[src/hdl/radix_digit_converter_macros.svh]
// Assertion macros for the radix digit converter.
// Used by the top level only; expects clk_i and rst_ni in scope.
`ifndef RADIX_DIGIT_CONVERTER_MACROS_SVH
`define RADIX_DIGIT_CONVERTER_MACROS_SVH

// Same-cycle implication, disabled in reset.
`define RDC_ASSERT_NOW(lbl, ante, cons, msg) \
  lbl: assert property (@(posedge clk_i) disable iff (!rst_ni) (ante) |-> (cons)) \
    else $error(msg);

// Next-cycle implication, disabled in reset.
`define RDC_ASSERT_NEXT(lbl, ante, cons, msg) \
  lbl: assert property (@(posedge clk_i) disable iff (!rst_ni) (ante) |=> (cons)) \
    else $error(msg);

`endif

[src/hdl/rdc_pkg.sv]
// Shared types and constants for the radix digit converter.
// No dependencies.
package rdc_pkg;

  localparam int unsigned DIGIT_W = 4;
  localparam int unsigned BASE_W  = 5;
  localparam int unsigned CHAR_W  = 7;

  localparam logic [BASE_W-1:0] BASE_MIN = BASE_W'(2);
  localparam logic [BASE_W-1:0] BASE_MAX = BASE_W'(16);
  localparam logic [DIGIT_W-1:0] DEC_LIMIT = DIGIT_W'(10);

  localparam logic [CHAR_W-1:0] CHAR_ZERO = CHAR_W'(48);
  localparam logic [CHAR_W-1:0] CHAR_A    = CHAR_W'(65);

  typedef enum logic [2:0] {
    S_IDLE,
    S_DIV,
    S_STORE,
    S_READ,
    S_EMIT
  } state_e;

  typedef struct packed {
    logic load;
    logic step;
  } div_ctrl_t;

  function automatic logic [CHAR_W-1:0] ascii_of(input logic [DIGIT_W-1:0] d);
    logic [CHAR_W-1:0] ch;
    if (d < DEC_LIMIT) begin
      ch = CHAR_ZERO + CHAR_W'(d);
    end else begin
      ch = CHAR_A + CHAR_W'(d - DEC_LIMIT);
    end
    return ch;
  endfunction

endpackage

[src/hdl/radix_digit_converter.sv]
// Radix digit converter: one input item gives D digits, MSB first.
// Valid base, nonzero number: each digit comes from the divider (S_DIV, S_STORE);
// S_READ and S_EMIT then give the digits in turn, held while out_ready_i is low.
// Bad base or zero: one digit, valid the cycle after accept. One item at a time.
// Reset clears the control state; the digit store is not cleared.
// Depends on rdc_pkg, rdc_serdiv and radix_digit_converter_macros.svh.
`include "radix_digit_converter_macros.svh"

module radix_digit_converter #(
  parameter int unsigned NUMBER_BITS = 31,
  parameter int unsigned MAX_DIGITS  = 31
) (
  input  logic                        clk_i,
  input  logic                        rst_ni,
  input  logic                        in_valid_i,
  output logic                        in_ready_o,
  input  logic [NUMBER_BITS-1:0]      number_i,
  input  logic [rdc_pkg::BASE_W-1:0]  base_i,
  output logic                        out_valid_o,
  input  logic                        out_ready_i,
  output logic [rdc_pkg::CHAR_W-1:0]  digit_char_o,
  output logic                        last_o,
  output logic                        bad_base_o
);
  import rdc_pkg::*;

  localparam int unsigned BC_W  = $clog2(NUMBER_BITS);
  localparam int unsigned CNT_W = $clog2(MAX_DIGITS + 1);
  localparam int unsigned IDX_W = $clog2(MAX_DIGITS);
  localparam logic [BC_W-1:0]  BIT_TOP   = BC_W'(NUMBER_BITS - 1);
  localparam logic [CNT_W-1:0] LAST_SLOT = CNT_W'(MAX_DIGITS - 1);

  state_e               state_q, state_d;
  logic [BC_W-1:0]      bcnt_q, bcnt_d;
  logic [CNT_W-1:0]     dcount_q, dcount_d;
  logic [IDX_W-1:0]     idx_q, idx_d;
  logic [BASE_W-1:0]    base_q;
  logic [DIGIT_W-1:0]   rd_q;
  logic                 last_q;
  logic                 bad_q;
  logic [DIGIT_W-1:0]   store_mem [MAX_DIGITS];

  div_ctrl_t              div_ctrl;
  logic [NUMBER_BITS-1:0] load_val;
  logic [NUMBER_BITS-1:0] quot;
  logic [DIGIT_W-1:0]     rem;

  logic in_accept;
  logic base_bad;
  logic num_zero;

  assign in_accept = in_valid_i && in_ready_o;
  assign base_bad  = (base_i < BASE_MIN) || (base_i > BASE_MAX);
  assign num_zero  = (number_i == '0);
  assign load_val  = (state_q == S_IDLE) ? number_i : quot;

  rdc_serdiv #(
    .NUMBER_BITS(NUMBER_BITS)
  ) u_div (
    .clk_i     (clk_i),
    .ctrl_i    (div_ctrl),
    .load_val_i(load_val),
    .base_i    (base_q),
    .quot_o    (quot),
    .rem_o     (rem)
  );

  always_comb begin
    state_d       = state_q;
    bcnt_d        = bcnt_q;
    dcount_d      = dcount_q;
    idx_d         = idx_q;
    div_ctrl.load = 1'b0;
    div_ctrl.step = 1'b0;
    in_ready_o    = 1'b0;
    out_valid_o   = 1'b0;
    unique case (state_q)
      S_IDLE: begin
        in_ready_o = 1'b1;
        if (in_valid_i) begin
          if (base_bad || num_zero) begin
            state_d = S_EMIT;
          end else begin
            div_ctrl.load = 1'b1;
            bcnt_d        = BIT_TOP;
            dcount_d      = '0;
            state_d       = S_DIV;
          end
        end
      end
      S_DIV: begin
        div_ctrl.step = 1'b1;
        if (bcnt_q == '0) begin
          state_d = S_STORE;
        end else begin
          bcnt_d = bcnt_q - 1'b1;
        end
      end
      S_STORE: begin
        dcount_d = dcount_q + 1'b1;
        if ((quot == '0) || (dcount_q == LAST_SLOT)) begin
          idx_d   = dcount_q[IDX_W-1:0];
          state_d = S_READ;
        end else begin
          div_ctrl.load = 1'b1;
          bcnt_d        = BIT_TOP;
          state_d       = S_DIV;
        end
      end
      S_READ: begin
        state_d = S_EMIT;
      end
      S_EMIT: begin
        out_valid_o = 1'b1;
        if (out_ready_i) begin
          if (last_q) begin
            state_d = S_IDLE;
          end else begin
            idx_d   = idx_q - 1'b1;
            state_d = S_READ;
          end
        end
      end
      default: begin
        state_d = S_IDLE;
      end
    endcase
  end

  always_ff @(posedge clk_i or negedge rst_ni) begin
    if (!rst_ni) begin
      state_q  <= S_IDLE;
      bcnt_q   <= '0;
      dcount_q <= '0;
      idx_q    <= '0;
    end else begin
      state_q  <= state_d;
      bcnt_q   <= bcnt_d;
      dcount_q <= dcount_d;
      idx_q    <= idx_d;
    end
  end

  // payload and digit store
  always_ff @(posedge clk_i) begin
    if (in_accept) begin
      base_q <= base_i;
      rd_q   <= '0;
      last_q <= 1'b1;
      bad_q  <= base_bad;
    end else if (state_q == S_READ) begin
      rd_q   <= store_mem[idx_q];
      last_q <= (idx_q == '0);
      bad_q  <= 1'b0;
    end
    if (state_q == S_STORE) begin
      store_mem[dcount_q[IDX_W-1:0]] <= rem;
    end
  end

  assign digit_char_o = ascii_of(rd_q);
  assign last_o       = last_q;
  assign bad_base_o   = bad_q;

  `RDC_ASSERT_NOW(a_bad_is_last, out_valid_o && bad_base_o, last_o, "bad base item not last")
  `RDC_ASSERT_NOW(a_one_at_a_time, in_ready_o, !out_valid_o, "input taken while emitting")
  `RDC_ASSERT_NOW(a_store_in_range, state_q == S_STORE, dcount_q <= LAST_SLOT,
                  "digit store overflow")
  `RDC_ASSERT_NEXT(a_last_frees, out_valid_o && out_ready_i && last_o, in_ready_o,
                   "not idle after last digit")

endmodule

[src/hdl/rdc_serdiv.sv]
// Bit-serial restoring divider by a small base (2..16).
// One quotient bit per cycle while ctrl_i.step is set, dividend shifted out MSB first. Uses rdc_pkg.
module rdc_serdiv #(
  parameter int unsigned NUMBER_BITS = 31
) (
  input  logic                          clk_i,
  input  rdc_pkg::div_ctrl_t            ctrl_i,
  input  logic [NUMBER_BITS-1:0]        load_val_i,
  input  logic [rdc_pkg::BASE_W-1:0]    base_i,
  output logic [NUMBER_BITS-1:0]        quot_o,
  output logic [rdc_pkg::DIGIT_W-1:0]   rem_o
);
  import rdc_pkg::*;

  logic [NUMBER_BITS-1:0] shreg_q, shreg_d;
  logic [DIGIT_W-1:0]     rem_q, rem_d;
  logic [BASE_W-1:0]      trial;
  logic [BASE_W-1:0]      diff;
  logic                   qbit;

  assign trial = {rem_q, shreg_q[NUMBER_BITS-1]};
  assign qbit  = (trial >= base_i);
  assign diff  = trial - base_i;

  always_comb begin
    shreg_d = shreg_q;
    rem_d   = rem_q;
    if (ctrl_i.load) begin
      shreg_d = load_val_i;
      rem_d   = '0;
    end else if (ctrl_i.step) begin
      shreg_d = {shreg_q[NUMBER_BITS-2:0], qbit};
      rem_d   = qbit ? diff[DIGIT_W-1:0] : trial[DIGIT_W-1:0];
    end
  end

  always_ff @(posedge clk_i) begin
    shreg_q <= shreg_d;
    rem_q   <= rem_d;
  end

  assign quot_o = shreg_q;
  assign rem_o  = rem_q;

endmodule
[config.mk]
export PLATFORM = sky130hd
export DESIGN_NAME = radix_digit_converter
export DESIGN_NICKNAME = d
export VERILOG_FILES = /design/src/hdl/rdc_pkg.sv /design/src/hdl/radix_digit_converter.sv /design/src/hdl/rdc_serdiv.sv
export VERILOG_INCLUDE_DIRS = /design/src /design/src/hdl
export SDC_FILE = /design/constraint.sdc
export NUM_CORES = 1
export LEC_CHECK = 0
export BUFFER_PORTS_ARGS = -buffer_cell sky130_fd_sc_hd__buf_4
export CAP_MARGIN = 5
export CELL_PAD_IN_SITES_DETAIL_PLACEMENT = 0
export CELL_PAD_IN_SITES_GLOBAL_PLACEMENT = 2
export CORE_MARGIN = 2
export CORE_UTILIZATION = 46
export CTS_BUF_LIST = sky130_fd_sc_hd__clkbuf_4
export CTS_CLUSTER_DIAMETER = 200
export DETAILED_ROUTE_END_ITERATION = 10
export GPL_TIMING_DRIVEN = 0
export PLACE_DENSITY = 0.86
export SETUP_SLACK_MARGIN = 0.4
export SLEW_MARGIN = 20
export SYNTH_ARGS = -nofsm -noshare
export SYNTH_HDL_FRONTEND = slang
export SYNTH_SLANG_ARGS = --single-unit
[constraint.sdc]
create_clock -name clk_i -period 2.5 [get_ports clk_i]
set_input_delay 0.25 -clock clk_i [delete_from_list [all_inputs] [get_ports clk_i]]
set_output_delay 0.25 -clock clk_i [all_outputs]
set_load 0.005 [all_outputs]
==> impl_metrics.json, run 1 <==
{
  "run_status": "complete, no violations",
  "drive_gt1_share_pct": 34.4,
  "final.setup.tns_ns": 0,
  "core_um2": 18500,
  "via_count": 5545,
  "setup_viol": 0,
  "drtAntennaViolNets": 0,
  "synth_edf_count": 161,
  "finalHoldViolations": 0,
  "critical_path_class": "flip-flop to flip-flop",
  "wl_per_cell_um": 20.3,
  "worst_hold_slack_ns": 0.0714,
  "io_pins": 51,
  "finalPower_mw": 9.05,
  "final.min_clock_period_ns": 2.21,
  "routed_wl_um": 20000,
  "p_leak_nw": 3.72,
  "finalCritPeriodShare_pct": 88.4,
  "async_flop_share_pct": 9.57,
  "area_growth_pct": 23.0,
  "ys_warn_count": 0,
  "synth.distinct_cells": 58,
  "grt-ovfl-total": 0,
  "fmax_mhz": 452,
  "drcViolationCount": 0,
  "cts_tree": "done",
  "finalWeightedCongestion": 0.828,
  "drv_slew": 0,
  "max_slew.worst_pin.slew_ns": 0.756,
  "ir_worst_vdd_v": 0.000518,
  "dr.pass1.iters": 5,
  "cp_max_fo": 10,
  "critPathRequiredTime_ns": 2.84,
  "drt_iter0_markers": 393,
  "initial_core_util_pct": 46.5,
  "syn_avg_cell_area_um2": 14.4,
  "clock_skew_ns": 0.0237,
  "arrival_ns": 2.55,
  "clk_pin_slew_ns": 0.16,
  "h-tree-depth": 4,
  "synth_fp_nets": 655,
  "grt_max_degree": 36,
  "endpoint_kind": "flip-flop",
  "rows": 50,
  "clock_latency_ns": 0.56,
  "hp-class": "primary input to async pin",
  "startpoint_type": "flip-flop",
  "relSlewSlack_pct": 48.1,
  "max-clock-path-buffers": 2,
  "p_per_area_nw_per_um2": 856,
  "netlist_area_um2": 8600,
  "root_buffer": "clkbuf_4",
  "ys.flop_type": "edfxtp_1",
  "die_y_um": 141,
  "die_w_um": 141,
  "cts_made_buffers": 17,
  "grt_first_pass_wirelength_um": 30900,
  "die_area_um2": 19800,
  "ys_ff_latch": 188,
  "via_per_inst": 5.63,
  "yosysSeqAreaShare_pct": 63.5,
  "rsz0062_at_grt": "yes",
  "hpwl_um": 12700,
  "grt_pass1_vias": 5640,
  "syn_inst": 597,
  "io_buffers": 50,
  "grt_antenna_before_repair": 1,
  "clock-sinks": 188,
  "grtUsageTotal_pct": 20.6,
  "maxCapViolations": 0,
  "final_nets": 795
}
[metrics by stage]
| step | instance area (µm²) | worst slack [ns] | std cells | utilization (%) |
|---|---|---|---|---|
| finish | 10600 | 0.289 | 985 | 57.1 |
| detailed placement | 9280 | -0.0420 | 881 | 50.1 |
| floorplan | 8610 | 0.427 | 597 | - |
| CTS | 10300 | 0.303 | 971 | 55.9 |
| global placement | 9280 | -0.0701 | 881 | 50.1 |
| global route | 10600 | 0.209 | 985 | 57.1 |
[power by group]
part	switching, mW	internal, mW
clock	1.02	0.420
sequential	0.455	4.12
combinational	1.54	1.51
[final timing paths]
kind,slack (ns),cells after the start,start,endpoint
setup reg to reg,0.29,7,u_div.quot_o[25]$_DFFE_PP_,u_div.quot_o[25]$_DFFE_PP_
setup / recovery,0.29,7,u_div.quot_o[25]$_DFFE_PP_,u_div.quot_o[25]$_DFFE_PP_
min in group clk_i,0.12,3,in_valid_i,bad_base_o$_SDFFCE_PN0P_
hold / removal,0.07,2,rst_ni,bcnt_q[0]$_DFFE_PN0P_
max in group asynchronous,2.18,2,rst_ni,dcount_q[0]$_DFFE_PN0P_
hold reg to reg,0.54,1,last_o$_SDFFE_PP1P_,last_o$_SDFFE_PP1P_
[sequential cells by signal, indices dropped and copies added, names as in the netlist]
name,flops
state_q,3
rd_q,4
store_mem,124
dcount_q,5
last_o,1
u_div.rem_o,4
bad_base_o,1
idx_q,5
u_div.quot_o,31
base_q,5
bcnt_q,5
[timing repair]
item | CTS | global route
endpoints found under the hold margin | 56 | 0
pin swaps | 14 | 10
setup endpoints to repair | 176 | 116
setup buffers | 18 | 13
hold buffers | 38 | 0
cloned | 2 | 0
gates resized for setup | 81 | 32
[Yosys cell counts, types with 3 or more instances]
cell      number  area [µm²]
edfxtp_1     161        4830
nor2_1        52         195
nand2_1       41         154
mux2i_1       38         380
mux2_4        26         390
inv_1         20        75.1
dfrtp_1       18         450
ha_1          17         213
o21ai_0       17        85.1
mux4_2        16         360
a21oi_1       15        75.1
nor4_1        14        87.6
clkbuf_1      12        45.0
o221ai_1      12         105
buf_2         11        55.1
o22ai_1       10        62.6
dfxtp_1        9         180
nor3_1         9        45.0
nand3_1        7        35.0
a211oi_1       6        45.0
mux2_2         6        67.6
a221o_1        5        50.1
nand3b_1       5        37.5
nand4_1        5        31.3
o211ai_1       5        37.5
o21a_1         5        37.5
a21o_1         4        30.0
a21boi_0       3        22.5
buf_6          3        33.8
nand2b_1       3        18.8
nor2b_1        3        18.8
o31ai_1        3        22.5
xor2_1         3        26.3
[cell families (layout without fill, tap and decap cells)]
group / after synthesis / count (layout) / synth area share, %
and+or+nand+nor: 156 / 156 / 8.81
muxes: 86 / 86 / 13.9
DFF: 188 / 188 / 63.5
other: 0 / 1 / 0
adders and majority gates: 18 / 18 / 2.71
AOI/OAI and AO/OA: 96 / 96 / 7.94
xor gates and xnor gates: 5 / 5 / 0.509
buffers and inverters: 48 / 201 / 2.56
[cell usage in the layout (no fill, tap or decap), types with 8 or more instances in the layout]
cell type / count
nor4_1: 9
clkbuf_4: 21
buf_4: 77
a21oi_1: 14
buf_6: 8
mux2i_1: 38
ha_1: 14
o22ai_1: 9
o221ai_1: 10
nor2_2: 23
edfxtp_1: 161
inv_1: 15
dfrtp_1: 17
nor2_1: 26
dlygate4sd3_1: 38
nor3_1: 8
nand2_1: 35
mux4_2: 16
o21ai_0: 17
mux2_4: 26
[per-layer routing]
| layer | wire [µm] | vias to the layer above | track usage (%) |
|---|---|---|---|
| met3 | 934 | 22 | 3.87 |
| met2 | 10200 | 161 | 34.4 |
| met4 | 333 | 0 | 6.79 |
| met5 | 0 | - | 0 |
| li1 | - | 2588 | - |
| met1 | 8580 | 2774 | 27.5 |
[cell type report]
class / instances / area, µm²
repair buffers: 121 / 1090
well taps: 234 / 293
flip-flops and latches: 188 / 5480
plain buffers: 27 / 208
multi-input cells: 361 / 3180
clock buffers: 19 / 143
fillers: 1474 / 7940
clock inverters: 13 / 95.1
diodes: 1 / 2.50
inverters: 21 / 87.6
[critical path, cell delays in order, from the launching register on]
cell and delay, ns:
edfxtp_1 0.46, nor4_2 0.31, nand4_1 0.22, o22ai_2 0.27, o21ai_4 0.10, buf_12 0.16, buf_8 0.15, mux2_4 0.30
Note: power is estimated with default switching activity, not from simulation.
==> inputs of run 2 (changes only) <==
--- a/config.mk
+++ b/config.mk
@@ -11,12 +11,13 @@
 export CELL_PAD_IN_SITES_DETAIL_PLACEMENT = 0
 export CELL_PAD_IN_SITES_GLOBAL_PLACEMENT = 2
 export CORE_MARGIN = 2
-export CORE_UTILIZATION = 46
+export CORE_UTILIZATION = 49
 export CTS_BUF_LIST = sky130_fd_sc_hd__clkbuf_4
 export CTS_CLUSTER_DIAMETER = 200
 export DETAILED_ROUTE_END_ITERATION = 10
 export GPL_TIMING_DRIVEN = 0
-export PLACE_DENSITY = 0.86
+export PLACE_DENSITY = 0.91
+export RECOVER_POWER = 50
 export SETUP_SLACK_MARGIN = 0.4
 export SLEW_MARGIN = 20
 export SYNTH_ARGS = -nofsm -noshare
==> constraint.sdc (replaced) <==
create_clock -name clk_i -period 2.7 [get_ports clk_i]
set_input_delay 0.27 -clock clk_i [delete_from_list [all_inputs] [get_ports clk_i]]
set_output_delay 0.27 -clock clk_i [all_outputs]
set_load 0.005 [all_outputs]
==> run 2 against run 1 <==
- utilization rose by 2.3 points
- largest cell class unchanged
- register-to-register slack improved by 0.04 ns
- worst setup slack improved by 0.041 ns
- via count fell by 1.1%
- sequential power fell by 6.3%
- critical endpoint is now rd_q[1]$_SDFFE_PP0P_
==> impl_metrics.json, run 2 (same netlist as run 1, synthesis figures left out) <==
{
  "fmax_mhz": 422,
  "grt_first_pass_wirelength_um": 29600,
  "swShare_pct": 32.0,
  "dr_wl_met3_um": 720,
  "fill_cells": 1353,
  "via_count": 5482,
  "maxCapViolations": 0,
  "routed_wl_um": 18900,
  "cts_made_buffers": 17,
  "io_buffers": 50,
  "final.min_clock_period_ns": 2.37,
  "cp_max_fo": 10,
  "switching_power_mw": 2.65,
  "finalPower_mw": 8.29,
  "arrival_ns": 2.85,
  "rows": 48,
  "critPathRequiredTime_ns": 3.18,
  "share_comb_of_total_power_pct": 28.2,
  "clock_skew_ns": 0.0348,
  "grtUsageTotal_pct": 21.4,
  "rsz0062_at_grt": "yes",
  "hpwl_um": 12700,
  "initial_core_util_pct": 49.9,
  "hp-class": "primary input to flip-flop",
  "endpoint_kind": "flip-flop",
  "finalCritPeriodShare_pct": 87.8,
  "setup_slack_ns": 0.330,
  "most-common-layout-cells": "edfxtp_1, buf_4, mux2i_1, dlygate4sd3_1, nand2_1",
  "critical_path_class": "flip-flop to flip-flop",
  "dr.pass1.iters": 5,
  "die_area_um2": 18600,
  "grt_max_degree": 36,
  "clock_latency_ns": 0.60,
  "drcViolationCount": 0,
  "run_status": "complete, no violations",
  "clock-sinks": 188,
  "die_y_um": 136,
  "drtAntennaViolNets": 0,
  "io_pins": 51,
  "worst_hold_slack_ns": 0.134,
  "area_growth_pct": 19.2,
  "holdPathStages": 3,
  "placed_cell_area_um2": 9260,
  "clock_power_share_pct": 20.2,
  "largest_register_ff_count": 124,
  "finalHoldViolations": 0,
  "via_per_inst": 5.74,
  "diodes": 0,
  "final.setup.tns_ns": 0,
  "root_buffer": "clkbuf_4",
  "p_leak_nw": 3.54,
  "instances_no_fill": 955,
  "wl_per_cell_um": 19.8,
  "relSlewSlack_pct": 28.6,
  "dp_cells": 872,
  "top_layer": "met4",
  "grt-ovfl-total": 0,
  "cts_tree": "done",
  "drv_slew": 0,
  "core_um2": 17200,
  "p_per_area_nw_per_um2": 808,
  "grt_pass1_vias": 5617,
  "grt_antenna_before_repair": 0,
  "clk_pin_slew_ns": 0.14,
  "p_seq_share_pct": 51.6,
  "final_common_cell": "edfxtp_1",
  "ir_worst_vdd_v": 0.000398,
  "startpoint_type": "flip-flop",
  "setup_viol": 0,
  "finalWeightedCongestion": 0.821,
  "dr_wl_met2_um": 9720,
  "die_w_um": 136,
  "max_slew.worst_pin.slew_ns": 1.07,
  "drt_iter0_markers": 495,
  "h-tree-depth": 4,
  "max-clock-path-buffers": 2,
  "wirelength_met1_um": 8130,
  "preCtsSetupSlack_ns": -0.157,
  "utilization_pct": 59.5,
  "final_nets": 775,
  "p_int_mw": 5.64,
  "drive_gt1_share_pct": 28.8,
  "rr_worst_depth": 7,
  "final_cell_area_um2": 10300
}
run 2: timing repair:
action,in CTS,in global routing
setup endpoints to repair,126,143
hold buffers,38,0
hold endpoints to repair,56,0
pin swaps,1,9
buffers inserted,5,7
resized for setup,26,47
gates cloned,0,1
run 2: path summary, 6_finish.rpt:
kind | start | endpoint | slack, ns
setup / recovery | idx_q[1]$_DFFE_PN0P_ | rd_q[1]$_SDFFE_PP0P_ | 0.33
hold / removal | in_valid_i | bad_base_o$_SDFFCE_PN0P_ | 0.13
setup reg to reg | idx_q[1]$_DFFE_PN0P_ | rd_q[1]$_SDFFE_PP0P_ | 0.33
hold reg to reg | last_o$_SDFFE_PP1P_ | last_o$_SDFFE_PP1P_ | 0.53
max in group asynchronous | rst_ni | state_q[2]$_DFFE_PN0P_ | 1.67
min in group asynchronous | rst_ni | dcount_q[3]$_DFFE_PN0P_ | 0.38
run 2: power groups by stage:
stage | Sequential [mW] | Clock (mW) | Combinational, mW
after global routing | 4.34 | 1.81 | 2.55
after floorplan | 4.11 | 0 | 1.62
after detailed placement | 4.30 | 0 | 2.14
after global placement | 4.27 | 0 | 2.08
final | 4.28 | 1.67 | 2.34
after CTS | 4.24 | 1.69 | 2.25
run 2: cell type report:
class	count	area [µm²]	share of cell area, %
Timing Repair Buffer	101	852	8.31
Sequential cell	188	5480	53.4
Buffer	27	155	1.51
Inverter	21	86.3	0.842
Clock inverter	13	178	1.73
Tap cell	225	282	2.75
Clock buffer	19	143	1.39
Multi-Input combinational cell	361	3080	30.0
run 2: layer usage:
| metal | track usage (%) | vias up |
|---|---|---|
| met3 | 4.11 | 24 |
| li1 | - | 2556 |
| met2 | 36.8 | 164 |
| met4 | 7.23 | 0 |
| met1 | 27.3 | 2738 |
| met5 | 0 | - |
run 2: worst max-delay path, cell delays in order, from the launching register on:
cell      delay [ns]
dfrtp_1         0.35
clkbuf_1        0.36
or2_2           0.23
clkbuf_1        0.45
o221ai_1        0.26
o221ai_1        0.20
nand2_1         0.11
a221o_1         0.32
